===== src/sv/drm_pkg.sv =====
// shared types, constants and rectangle functions for the dirty rectangle merger
// no dependencies
package drm_pkg;

  localparam int CAPACITY_DEF = 16;
  localparam int BOX_W = 64;

  typedef enum logic [1:0] {
    MODE_ADD,
    MODE_FLUSH,
    MODE_REPLACE
  } mode_t;

  typedef enum logic [3:0] {
    ST_IDLE,
    ST_ADD_RD,
    ST_ADD_CMP,
    ST_APPEND,
    ST_REPLACE,
    ST_EMPTY,
    ST_M_START,
    ST_M_RDI,
    ST_M_LDI,
    ST_M_RDJ,
    ST_M_CMP,
    ST_SH_CHK,
    ST_SH_WR,
    ST_E_RD,
    ST_E_OUT
  } state_t;

  typedef struct packed {
    logic signed [15:0] x;
    logic signed [15:0] y;
    logic [15:0]        w;
    logic [15:0]        h;
  } box_t;

  function automatic logic box_empty(box_t b);
    return (b.w == 16'd0) || (b.h == 16'd0);
  endfunction

  function automatic logic signed [17:0] ext_u(logic [15:0] v);
    return $signed({2'b00, v});
  endfunction

  function automatic logic box_overlap(box_t a, box_t b);
    logic signed [17:0] ax, ay, bx, by;
    logic ov;
    ax = 18'(a.x);
    ay = 18'(a.y);
    bx = 18'(b.x);
    by = 18'(b.y);
    ov = 1'b1;
    if (box_empty(a) || box_empty(b)) ov = 1'b0;
    if (bx + ext_u(b.w) <= ax) ov = 1'b0;
    if (bx >= ax + ext_u(a.w)) ov = 1'b0;
    if (by - ext_u(b.h) >= ay) ov = 1'b0;
    if (by <= ay - ext_u(a.h)) ov = 1'b0;
    return ov;
  endfunction

  function automatic logic [15:0] sat16(logic signed [17:0] v);
    return (v > 18'sd65535) ? 16'hFFFF : v[15:0];
  endfunction

  // bounding box of a and b, a is the target
  function automatic box_t box_union(box_t a, box_t b);
    logic signed [17:0] ax, ay, bx, by, lft, rgt, top, bot, ar, br, ab, bb;
    box_t u;
    ax = 18'(a.x);
    ay = 18'(a.y);
    bx = 18'(b.x);
    by = 18'(b.y);
    ar = ax + ext_u(a.w);
    br = bx + ext_u(b.w);
    ab = ay - ext_u(a.h);
    bb = by - ext_u(b.h);
    lft = (ax < bx) ? ax : bx;
    rgt = (br > ar) ? br : ar;
    top = (ay > by) ? ay : by;
    bot = (bb < ab) ? bb : ab;
    u = a;
    if (box_empty(b)) begin
      u = a;
    end else if (box_empty(a)) begin
      u = b;
    end else begin
      u.x = lft[15:0];
      u.y = top[15:0];
      u.w = sat16(rgt - lft);
      u.h = sat16(top - bot);
    end
    return u;
  endfunction

endpackage


===== src/sv/drm_if.sv =====
// request and result channel interfaces of the dirty rectangle merger
// no dependencies
interface drm_cmd_if;
  logic               valid;
  logic               ready;
  logic [1:0]         mode;
  logic signed [15:0] rect_x;
  logic signed [15:0] rect_y;
  logic [14:0]        rect_width;
  logic [14:0]        rect_height;

  modport source (output valid, mode, rect_x, rect_y, rect_width, rect_height,
                  input ready);
  modport sink (input valid, mode, rect_x, rect_y, rect_width, rect_height,
                output ready);
endinterface

interface drm_result_if;
  logic               valid;
  logic               ready;
  logic signed [15:0] out_x;
  logic signed [15:0] out_y;
  logic [15:0]        out_width;
  logic [15:0]        out_height;
  logic               list_empty;
  logic               last_item;
  logic               overflowed;

  modport source (output valid, out_x, out_y, out_width, out_height, list_empty,
                  last_item, overflowed, input ready);
  modport sink (input valid, out_x, out_y, out_width, out_height, list_empty,
                last_item, overflowed, output ready);
endinterface


===== src/sv/drm_ram.sv =====
// generic single write, single read ram with registered read data
// no dependencies
module drm_ram #(
  parameter int WIDTH = 64,
  parameter int DEPTH = 16
) (
  input  logic                     clk,
  input  logic                     we,
  input  logic [$clog2(DEPTH)-1:0] waddr,
  input  logic [WIDTH-1:0]         wdata,
  input  logic [$clog2(DEPTH)-1:0] raddr,
  output logic [WIDTH-1:0]         rdata
);

  logic [WIDTH-1:0] mem [DEPTH];

  always_ff @(posedge clk) begin
    if (we) begin
      mem[waddr] <= wdata;
    end
    rdata <= mem[raddr];
  end

endmodule


===== src/sv/dirty_rect_merger.sv =====
// dirty rectangle merger top level: sequencer around the rectangle table ram
// depends on drm_pkg, drm_if (drm_cmd_if, drm_result_if) and drm_ram
//
//  channel  | dir | contents
//  ---------+-----+------------------------------------------------------
//  cmd      | in  | mode, rect_x, rect_y, rect_width, rect_height
//  result   | out | out_x, out_y, out_width, out_height, list_empty,
//           |     | last_item, overflowed (flush only)
//
// one request at a time; each table access is a ram read then a compare/union and
// an optional write back. add scans the entries and merges into the first overlap,
// else appends, or folds into the last entry when full; replace writes entry 0.
// empty flush emits one empty result; flush per pass: start, a read and load per row,
// a read and compare per pair, a shift of later entries on a removal; then a read and
// output per entry, stalled by a full result. reset clears state, count, ovf, valid.
module dirty_rect_merger
  import drm_pkg::*;
#(
  parameter int CAPACITY = CAPACITY_DEF
) (
  input logic         clk,
  input logic         rst,
  drm_cmd_if.sink     cmd,
  drm_result_if.source result
);

  localparam int IW = $clog2(CAPACITY);
  localparam int CW = $clog2(CAPACITY + 1);
  localparam logic [CW-1:0] CAP = CW'(CAPACITY);
  localparam logic [CW-1:0] ONE = CW'(1);

  state_t state, state_next;
  logic [CW-1:0] count, count_next;
  logic ovf, ovf_next;
  logic [CW-1:0] i, i_next, j, j_next, k, k_next;
  box_t nb, nb_next, a, a_next;
  logic o_valid, o_valid_next;
  box_t o_box, o_box_next;
  logic o_empty, o_empty_next, o_last, o_last_next, o_ovf, o_ovf_next;

  logic we;
  logic [IW-1:0] waddr, raddr;
  box_t wbox, rbox;
  logic [BOX_W-1:0] rdata;
  logic slot_free;
  box_t cmd_box;

  drm_ram #(.WIDTH(BOX_W), .DEPTH(CAPACITY)) u_ram (
    .clk   (clk),
    .we    (we),
    .waddr (waddr),
    .wdata (wbox),
    .raddr (raddr),
    .rdata (rdata)
  );

  assign rbox = box_t'(rdata);
  assign slot_free = !o_valid || result.ready;
  assign cmd.ready = (state == ST_IDLE);

  always_comb begin
    cmd_box.x = cmd.rect_x;
    cmd_box.y = cmd.rect_y;
    cmd_box.w = {1'b0, cmd.rect_width};
    cmd_box.h = {1'b0, cmd.rect_height};
  end

  always_comb begin
    state_next = state;
    count_next = count;
    ovf_next = ovf;
    i_next = i;
    j_next = j;
    k_next = k;
    nb_next = nb;
    a_next = a;
    o_valid_next = o_valid && !result.ready;
    o_box_next = o_box;
    o_empty_next = o_empty;
    o_last_next = o_last;
    o_ovf_next = o_ovf;
    we = 1'b0;
    waddr = '0;
    wbox = nb;
    raddr = '0;

    case (state)
      ST_IDLE: begin
        if (cmd.valid) begin
          nb_next = cmd_box;
          i_next = '0;
          case (mode_t'(cmd.mode))
            MODE_ADD:     state_next = (count == '0) ? ST_APPEND : ST_ADD_RD;
            MODE_FLUSH:   state_next = (count == '0) ? ST_EMPTY : ST_M_START;
            MODE_REPLACE: state_next = ST_REPLACE;
            default:      state_next = ST_IDLE;
          endcase
        end
      end
      ST_ADD_RD: begin
        raddr = i[IW-1:0];
        state_next = ST_ADD_CMP;
      end
      ST_ADD_CMP: begin
        if (box_overlap(rbox, nb)) begin
          we = 1'b1;
          waddr = i[IW-1:0];
          wbox = box_union(rbox, nb);
          state_next = ST_IDLE;
        end else if (i + ONE == count) begin
          if (count < CAP) begin
            state_next = ST_APPEND;
          end else begin
            // table full: fold into the last entry, which was just read
            we = 1'b1;
            waddr = i[IW-1:0];
            wbox = box_union(rbox, nb);
            ovf_next = 1'b1;
            state_next = ST_IDLE;
          end
        end else begin
          i_next = i + ONE;
          state_next = ST_ADD_RD;
        end
      end
      ST_APPEND: begin
        we = 1'b1;
        waddr = count[IW-1:0];
        count_next = count + ONE;
        state_next = ST_IDLE;
      end
      ST_REPLACE: begin
        we = 1'b1;
        waddr = '0;
        count_next = ONE;
        state_next = ST_IDLE;
      end
      ST_EMPTY: begin
        if (slot_free) begin
          o_valid_next = 1'b1;
          o_box_next = '0;
          o_empty_next = 1'b1;
          o_last_next = 1'b1;
          o_ovf_next = ovf;
          ovf_next = 1'b0;
          state_next = ST_IDLE;
        end
      end
      ST_M_START: begin
        i_next = '0;
        k_next = '0;
        state_next = (count < CW'(2)) ? ST_E_RD : ST_M_RDI;
      end
      ST_M_RDI: begin
        raddr = i[IW-1:0];
        state_next = ST_M_LDI;
      end
      ST_M_LDI: begin
        a_next = rbox;
        j_next = i + ONE;
        state_next = ST_M_RDJ;
      end
      ST_M_RDJ: begin
        raddr = j[IW-1:0];
        state_next = ST_M_CMP;
      end
      ST_M_CMP: begin
        if (box_overlap(a, rbox)) begin
          we = 1'b1;
          waddr = i[IW-1:0];
          wbox = box_union(a, rbox);
          k_next = j + ONE;
          state_next = ST_SH_CHK;
        end else if (j + ONE == count) begin
          i_next = i + ONE;
          k_next = '0;
          // no pair left once the next row has no partner
          state_next = (i + CW'(2) >= count) ? ST_E_RD : ST_M_RDI;
        end else begin
          j_next = j + ONE;
          state_next = ST_M_RDJ;
        end
      end
      ST_SH_CHK: begin
        if (k < count) begin
          raddr = k[IW-1:0];
          state_next = ST_SH_WR;
        end else begin
          count_next = count - ONE;
          state_next = ST_M_START;
        end
      end
      ST_SH_WR: begin
        we = 1'b1;
        waddr = IW'(k - ONE);
        wbox = rbox;
        k_next = k + ONE;
        state_next = ST_SH_CHK;
      end
      ST_E_RD: begin
        raddr = k[IW-1:0];
        state_next = ST_E_OUT;
      end
      ST_E_OUT: begin
        // keep the address so read data holds while the result slot is busy
        raddr = k[IW-1:0];
        if (slot_free) begin
          o_valid_next = 1'b1;
          o_box_next = rbox;
          o_empty_next = 1'b0;
          o_last_next = (k + ONE == count);
          o_ovf_next = ovf;
          if (k + ONE == count) begin
            count_next = '0;
            ovf_next = 1'b0;
            state_next = ST_IDLE;
          end else begin
            k_next = k + ONE;
            state_next = ST_E_RD;
          end
        end
      end
      default: state_next = ST_IDLE;
    endcase
  end

  always_ff @(posedge clk) begin
    if (rst) begin
      state <= ST_IDLE;
      count <= '0;
      ovf <= 1'b0;
      o_valid <= 1'b0;
    end else begin
      state <= state_next;
      count <= count_next;
      ovf <= ovf_next;
      o_valid <= o_valid_next;
    end
    i <= i_next;
    j <= j_next;
    k <= k_next;
    nb <= nb_next;
    a <= a_next;
    o_box <= o_box_next;
    o_empty <= o_empty_next;
    o_last <= o_last_next;
    o_ovf <= o_ovf_next;
  end

  assign result.valid = o_valid;
  assign result.out_x = o_box.x;
  assign result.out_y = o_box.y;
  assign result.out_width = o_box.w;
  assign result.out_height = o_box.h;
  assign result.list_empty = o_empty;
  assign result.last_item = o_last;
  assign result.overflowed = o_ovf;

`ifndef SYNTH
  a_count_range: assert property (@(posedge clk) disable iff (rst) count <= CAP)
    else $error("entry count above capacity");
  a_pair_order: assert property (@(posedge clk) disable iff (rst)
    state == ST_M_CMP |-> (i < j) && (j < count))
    else $error("merge pair out of order");
  a_emit_index: assert property (@(posedge clk) disable iff (rst)
    state == ST_E_OUT |-> k < count)
    else $error("emit index past table end");
  a_empty_last: assert property (@(posedge clk) disable iff (rst)
    result.valid && result.list_empty |-> result.last_item && result.out_width == 16'd0)
    else $error("empty flush result malformed");
`endif

endmodule


===== src/flat_wrapper.sv =====
// flat-port wrapper written by rule: the top's interface ports become plain ports
module dirty_rect_merger_flat import drm_pkg::*;
#(
  parameter int CAPACITY = CAPACITY_DEF
)
  (clk, rst, cmd_valid, cmd_mode, cmd_rect_x, cmd_rect_y, cmd_rect_width, cmd_rect_height, cmd_ready, result_valid, result_out_x, result_out_y, result_out_width, result_out_height, result_list_empty, result_last_item, result_overflowed, result_ready);
  drm_cmd_if cmd_i ();
  drm_result_if result_i ();
  input logic clk;
  input logic rst;
  input wire logic [$bits(cmd_i.valid)-1:0] cmd_valid;
  input wire logic [$bits(cmd_i.mode)-1:0] cmd_mode;
  input wire logic [$bits(cmd_i.rect_x)-1:0] cmd_rect_x;
  input wire logic [$bits(cmd_i.rect_y)-1:0] cmd_rect_y;
  input wire logic [$bits(cmd_i.rect_width)-1:0] cmd_rect_width;
  input wire logic [$bits(cmd_i.rect_height)-1:0] cmd_rect_height;
  output wire logic [$bits(cmd_i.ready)-1:0] cmd_ready;
  output wire logic [$bits(result_i.valid)-1:0] result_valid;
  output wire logic [$bits(result_i.out_x)-1:0] result_out_x;
  output wire logic [$bits(result_i.out_y)-1:0] result_out_y;
  output wire logic [$bits(result_i.out_width)-1:0] result_out_width;
  output wire logic [$bits(result_i.out_height)-1:0] result_out_height;
  output wire logic [$bits(result_i.list_empty)-1:0] result_list_empty;
  output wire logic [$bits(result_i.last_item)-1:0] result_last_item;
  output wire logic [$bits(result_i.overflowed)-1:0] result_overflowed;
  input wire logic [$bits(result_i.ready)-1:0] result_ready;
  assign cmd_i.valid = cmd_valid;
  assign cmd_i.mode = cmd_mode;
  assign cmd_i.rect_x = cmd_rect_x;
  assign cmd_i.rect_y = cmd_rect_y;
  assign cmd_i.rect_width = cmd_rect_width;
  assign cmd_i.rect_height = cmd_rect_height;
  assign cmd_ready = cmd_i.ready;
  assign result_valid = result_i.valid;
  assign result_out_x = result_i.out_x;
  assign result_out_y = result_i.out_y;
  assign result_out_width = result_i.out_width;
  assign result_out_height = result_i.out_height;
  assign result_list_empty = result_i.list_empty;
  assign result_last_item = result_i.last_item;
  assign result_overflowed = result_i.overflowed;
  assign result_i.ready = result_ready;
  dirty_rect_merger #(.CAPACITY(CAPACITY)) u_core (.clk(clk), .rst(rst), .cmd(cmd_i), .result(result_i));
endmodule

===== config.mk =====
export PLATFORM = sky130hd
export DESIGN_NAME = dirty_rect_merger_flat
export DESIGN_NICKNAME = d
export VERILOG_FILES = /design/src/sv/drm_pkg.sv /design/src/sv/drm_if.sv /design/src/sv/drm_ram.sv /design/src/sv/dirty_rect_merger.sv /design/src/flat_wrapper.sv
export SDC_FILE = /design/constraint.sdc
export NUM_CORES = 2
export LEC_CHECK = 0
export BUFFER_PORTS_ARGS = -buffer_cell sky130_fd_sc_hd__buf_2
export CORE_MARGIN = 3
export CORE_UTILIZATION = 40
export CTS_CLUSTER_SIZE = 8
export DETAILED_ROUTE_END_ITERATION = 7
export HOLD_SLACK_MARGIN = 0.12
export PLACE_DENSITY = 0.6
export SLEW_MARGIN = 20
export SYNTH_ARGS = -nofsm -noshare
export SYNTH_HDL_FRONTEND = slang
export SYNTH_SLANG_ARGS = --single-unit

===== constraint.sdc =====
create_clock -name clk -period 16.2 [get_ports clk]
set_clock_uncertainty 0.05 [all_clocks]
set_input_delay 1.62 -clock clk [delete_from_list [all_inputs] [get_ports clk]]
set_output_delay 1.62 -clock clk [all_outputs]
set_load 0.02 [all_outputs]

=== Word-level counts from Yosys, hierarchy flattened ===
Memories as Yosys holds them, arrays and structs flattened. A register that Yosys moved wholly into a read port is not among the register bits.
Index checks and enable logic that the tools add are counted.

* Register bits: 219
* Memory bits (writable): 1,024
* Input port bits: 68
* Output and inout bits: 69
* Logic and storage cells: 231
* Memories: 1

{| class="wikitable"
|+ Memories
! memory !! words !! width !! rd ports !! clocked after memory_dff !! write ports !! line !! RTL
|-
| u_core.u_ram.mem || 16 || 64 || 1 || 1 || 1 || drm_ram.sv:15 || <nowiki>logic [WIDTH-1:0] mem [DEPTH];</nowiki>
|}

* Add/subtract/negate cells: 17
* $lt $le $gt $ge: 24
* Equal/unequal tests: 33
* Multiplexer cells: 97
* Reductions and logical operators: 37

{| class="wikitable"
|+ Operator list
! kind !! count
|-
| 2-to-1 mux 64 bit || 10
|-
| one-hot mux 64 bit (3 select lines) || 1
|-
| 2-to-1 mux 18 bit || 8
|-
| one-hot mux 64 bit (2 select lines) || 1
|-
| zero test 16 bit || 6
|-
| > comparator 18 x 17 -> 1 bit, second input constant || 4
|-
| subtractor 18 bit || 4
|-
| 2-to-1 mux 5 bit || 14
|-
| 2-to-1 mux 16 bit || 4
|-
| 2-to-1 mux 4 bit || 15
|-
| one-hot mux 5 bit (4 select lines) || 3
|-
| one-hot mux 4 bit (13 select lines) || 1
|-
| adder 16 x 17 -> 18 bit || 2
|-
| >= comparator 16 x 18 -> 1 bit || 2
|-
| <= comparator 16 x 18 -> 1 bit || 2
|-
| subtractor 16 x 17 -> 18 bit || 2
|-
| > comparator 16 bit || 2
|-
| < comparator 16 bit || 2
|-
| one-hot mux 4 bit (4 select lines) || 2
|-
| equality test 4 bit, second input constant || 7
|-
| 2-to-1 mux 1 bit || 28
|-
| adder 5 x 1 -> 5 bit, second input constant || 4
|-
| >= comparator 18 x 16 -> 1 bit || 1
|-
| > comparator 17 x 18 -> 1 bit || 1
|-
| other kinds (45) || 82
|}

=== Logic depth before layout (Yosys ltp) ===
* Depth after elaboration: 13
* Depth in mapped cells: 39
* Depth with buffers taken out: 38

=== Hierarchy ===
A second synthesis with hierarchy kept.

* Cell total of the unflattened synthesis: 4,838
* Area, all modules: 66,433.7 µm²

{| class="wikitable"
|+ By module, submodules not included
! module !! instances !! cells each !! area an instance (µm²) !! sequential area each (µm²)
|-
| drm_ram || 1 || 1,647 || 39,581.7 || 32,030.7
|-
| dirty_rect_merger || 1 || 3,191 || 26,852.0 || 6,466.2
|}

=== Worst setup path before layout ===
No wires, ideal clock.

* Path kind: flip-flop to flip-flop
* Start: register u_core.u_ram.rdata[32], read port of u_core.u_ram.mem
* End: memory u_core.u_ram.mem[0][6], data pin
* Setup time: 419 ps
* Data arrival time: 8,580 ps
* Data required time: 15,731 ps
* Slack: 7,151 ps
* Cell stages (with the launch flop): 37
* Clock period less this slack: 9,049 ps
* Cell sequence: dfxtp_1 inv_1 ha_1 fa_1 nor2b_1 o21ai_0 a21boi_0 o21ai_0 a21boi_0 o21ai_0 a21boi_0 o21ai_0 a211o_1 nor3b_1 mux2i_1 and2_1 ha_1 a211o_1 a2111oi_0 a211oi_1 clkbuf_1 mux2i_1 ha_1 inv_1 fa_1 a21o_1 a21oi_1 o21bai_1 a21boi_0 or4_1 o211ai_1 o41a_1 o41ai_1 xor2_1 nor2_1 nor3_1 o311ai_0

* Word-level cells in the longest chain between the ends: 12
* Elaborated cells between the ends (all ways): 34
* Those cells by class: 3 x add/sub; 10 x order compare; 21 x mux

{| class="wikitable"
|+ RTL lines
! element !! line !! RTL
|-
| start, declared || drm_ram.sv:12 || <nowiki>output logic [WIDTH-1:0] rdata</nowiki>
|-
| subtractor 16 x 17 -> 18 bit || n/a ||
|-
| < comparator 17 x 18 -> 1 bit || drm_pkg.sv:82 || <nowiki>bot = (bb < ab) ? bb : ab;</nowiki>
|-
| 2-to-1 mux 18 bit || drm_pkg.sv:82 ||
|-
| subtractor 18 bit || drm_pkg.sv:92 || <nowiki>u.h = sat16(top - bot);</nowiki>
|-
| > comparator 18 x 17 -> 1 bit || drm_pkg.sv:64 || <nowiki>return (v > 18'sd65535) ? 16'hFFFF : v[15:0];</nowiki>
|-
| 2-to-1 mux 16 bit || drm_pkg.sv:64 ||
|-
| 2-to-1 mux 64 bit || drm_pkg.sv:86 || <nowiki>end else if (box_empty(a)) begin</nowiki>
|-
| 2-to-1 mux 64 bit || drm_pkg.sv:84 || <nowiki>if (box_empty(b)) begin</nowiki>
|-
| 2-to-1 mux 64 bit || dirty_rect_merger.sv:111 || <nowiki>if (count < CAP) begin</nowiki>
|-
| 2-to-1 mux 64 bit || dirty_rect_merger.sv:110 || <nowiki>end else if (i + ONE == count) begin</nowiki>
|-
| 2-to-1 mux 64 bit || dirty_rect_merger.sv:105 || <nowiki>if (box_overlap(rbox, nb)) begin</nowiki>
|-
| one-hot mux 64 bit (3 select lines) * || dirty_rect_merger.sv:87 || <nowiki>case (state)</nowiki>
|-
| net u_core.u_ram.wdata[6] || drm_ram.sv:10 || <nowiki>input logic [WIDTH-1:0] wdata,</nowiki>
|-
| end, declared || drm_ram.sv:15 ||
|}

Mark *: on every way through the listed nets, which the timed path passes. The rest lies on a longest branch. The select of a mux whose other input is x is not followed.

=== Worst setup path after layout ===
* Start: register u_core.u_ram.rdata[32], read port of u_core.u_ram.mem
* End: memory u_core.u_ram.mem[6][11], data pin

The elaborated chain is that of the path after synthesis.

==> flow_summary_export.csv <==
group,metric,value,unit
outcome,status,"completed",
power,seqPwrFrac,0.324,
setup_path,r2r_end,"u_core.u_ram.mem[6][11]",
sta,min_period,10.65,ns
sta,setup_ws,5.546,ns
layout,stdcell_area,0.07748,mm2
sta,fin_tns_setup,0,ns
route,drt-total-wl,233900,um
synthesis,syn_nets,6524,
power,combPwrFrac,0.386,
sta,setup_violations,0,
setup_path,reg2reg_slack,5.55,ns
grt,grt_max_degree,176,
route,drc_errors,0,
layout,fin_nets,6711,
power,ir_drop,91.91,uV
floorplanning,dieArea,0.1755,mm2
synthesis,ys_types,87,
grt,grt_use_total,0.2613,
synthesis,ys_seq_elements,1307,
power,cellLeakagePower,28.55,nW
floorplanning,pin_count,137,
job,maxCapViolations,0,
sta,rsz0062_at_grt,"false",
floorplanning,dieHeight,418.9,um
grt,grt-ovfl-total,0,
clock_network,clock_sinks,1307,
clock_network,post_cts_resize_count,0,
placement,dpl_cell_area,0.07208,mm2
synthesis,synth_top_area_cell,"edfxtp_1",
synthesis,syn-cell-area,0.06819,mm2
synthesis,synth-main-ff-cell,"edfxtp_1",
setup_path,crit_arrival,11.06,ns
sta,slew_headroom,0.1597,
synthesis,async_reset_ff_frac,0,
power,p_sw_frac,0.3768,
setup_path,startpoint_type,"flip-flop",
power,clkPwrFrac,0.290,
route,firstDrtPassIters,6,
placement,gp_congestion,1.049,
clock_network,cts_root_buf,"clkbuf_16",
synthesis,ys_warn_count,0,
layout,seqCellArea,0.03850,mm2
clock_network,postCtsSetupRepairBufs,0,
setup_path,critPathTopFamily,"compound AO/OA/AOI/OAI gates",
layout,multi_input_area,0.02782,mm2
route,final_antenna_net_count,0,
synthesis,synth-edff-count,1232,
min_path,hold_class,"reg2reg",
route,vias,51130,
clock_network,htreeDepth,4,
grt,antenna_found_initial,13,
sta,hold_viol,0,
route,wl_per_cell,27.51,um
clock_network,cts_tree,"done",
clock_network,clk_pin_slew,0.06,ns
route,routed_via_density,6.015,
power,power.total,0.01224,W
setup_path,cp_slowest_stage_delay,0.94,ns
synthesis,synth.yosys.seq_area_share,0.5646,
power,internal-power,0.007626,W
clock_network,clock_latency,0.83,ns
min_path,hold_start,"u_core.ovf",
floorplanning,start_util,0.4050,
setup_path,crit_fanout,23,
min_path,hold_path_end,"u_core.result.overflowed",
floorplanning,die_x,418.9,um
layout,num-fill-cells,15210,
grt,grt_pass1_vias,48550,
min_path,holdPathStages,0,
clock_network,cts.path.max_buffers,3,
floorplanning,coreArea,0.1683,mm2
floorplanning,num_rows,150,
synthesis,netlist_instances,5989,
layout,drive_gt1_frac,0.09374,
sta,worst_pin_slew,1.260,ns
clock_network,cts_hold_buf,0,
layout,area_growth,13.63,%
placement,hpwl,160600,um
setup_path,cp_slowest_cell,"o311ai_2",
setup_path,reg2regPathDepth,39,
power,switchingPower,0.004611,W
layout,post-route-util,0.4602,
sta,period_share,0.6576,
setup_path,path_class,"reg2reg",
placement,place_ws,5.820,ns
sta,fmax,0.09387,GHz
synthesis,synth_area_per_cell,11.39,um2
power,power_density,157.9,mW/mm2
synthesis,ys_top_cells_by_area,"edfxtp_1, ha_1, nand2_1",
grt,grt_first_pass_wirelength,335900,um
setup_path,cp.buffers_inverters,5,
synthesis,netlist.area_leader.share,0.5426,
setup_path,cp.required,16.61,ns
placement,io_buffer_count,136,
setup_path,r2r_start,"u_core.u_ram.rdata[32]",
sta,drv_slew,0,
clock_network,cts_buffers,182,
setup_path,endpoint_kind,"flip-flop",
route,drt_iter0_markers,5466,
worst max-delay path by stage:
stage | start | end | slack (ns) | cells after the start
CTS | u_core.u_ram.rdata[32] | u_core.u_ram.mem[10][10] | 5.73 | 39
floorplan | u_core.u_ram.rdata[32] | u_core.u_ram.mem[0][6] | 7.15 | 36
global placement | u_core.u_ram.rdata[32] | u_core.u_ram.mem[4][10] | 5.95 | 39
finish | u_core.u_ram.rdata[32] | u_core.u_ram.mem[6][11] | 5.55 | 39
global route | u_core.u_ram.rdata[32] | u_core.u_ram.mem[4][13] | 4.91 | 39
detailed placement | u_core.u_ram.rdata[32] | u_core.u_ram.mem[4][10] | 5.82 | 39
logic make-up after synthesis:
group | share of synthesized area
AO/OA/AOI/OAI | 0.1720
AND/OR/NAND/NOR | 0.1161
flip-flops | 0.5646
buffers and inverters | 0.03211
adder cells (fa/ha/maj) | 0.08705
XOR/XNOR | 0.02066
multiplexers | 0.007542
per-stage QoR:
step                      std cells  hold slack, ns
after floorplan                5989          0.3519
after global placement         8190          0.3619
after detailed placement       8192          0.3700
after CTS                      8494          0.3829
after global routing           8499          0.4035
final                          8501          0.3796
power by group through the flow:
stage | clock (W) | sequential, W | combinational, W
after CTS | 0.00362 | 0.00395 | 0.00458
final | 0.00355 | 0.00396 | 0.00472
after detailed placement | 0 | 0.00402 | 0.00454
after global routing | 0.00376 | 0.00396 | 0.00508
after floorplan | 0 | 0.00397 | 0.00304
after global placement | 0 | 0.00402 | 0.00455
Yosys cell counts (33+ instances only):
library cell and instances:
edfxtp_1 1232, nand2_1 709, ha_1 456, a21oi_1 392
a211oi_1 351, nor2_1 339, clkbuf_1 282, inv_1 280
and2_1 258, o21ai_0 204, a31oi_1 149, a311oi_1 132
a21o_1 123, xnor2_1 98, dfxtp_1 75, o21a_1 64
nand3_1 61, xor2_1 61, nor3_1 53, nand4_1 49
nor2b_1 45, nand2b_1 39, nor4_1 36, o211ai_1 33
cells in the final DEF (no fill, tap or decap), drive strengths merged, types with 149 or more instances in the layout:
master / netlist / layout
a31oi: 149 / 149
a211oi: 353 / 353
nand2: 709 / 709
buf: 18 / 299
o21ai: 209 / 209
ha: 456 / 456
inv: 281 / 284
edfxtp: 1232 / 1232
a21oi: 392 / 392
nor2: 339 / 339
clkbuf: 282 / 289
and2: 274 / 274
sequential cells by signal (all words and copies together) (netlist names):
name and count:
u_core.u_ram.mem 1024, u_core.a 64, u_core.u_ram.rdata 64, u_core.nb 62, u_core.result.out_height 16, u_core.result.out_width 16
u_core.result.out_x 16, u_core.result.out_y 16, u_core.count 5, u_core.i 5, u_core.j 5, u_core.k 5
u_core.state 4, u_core.ovf 1, u_core.result.last_item 1, u_core.result.list_empty 1, u_core.result.overflowed 1, u_core.result.valid 1
area by class of cell:
cell class | count | share of cell area
Sequential cell | 1307 | 0.4969
Multi-Input combinational cell | 4100 | 0.3591
Clock buffer | 285 | 0.06390
Tap cell | 2204 | 0.03559
Timing Repair Buffer | 303 | 0.02590
Inverter | 282 | 0.01366
Clock inverter | 17 | 0.004925
Antenna cell | 3 | 0.00009689
metal layers:
layer	track usage	routed length, um	up-vias
met5	0	42	-
met4	0.1516	15420	6
met3	0.05006	18560	604
met2	0.3980	103100	2260
met1	0.3483	96800	25200
li1	-	-	23070
No activity file was read; power rests on OpenSTA's default activity.
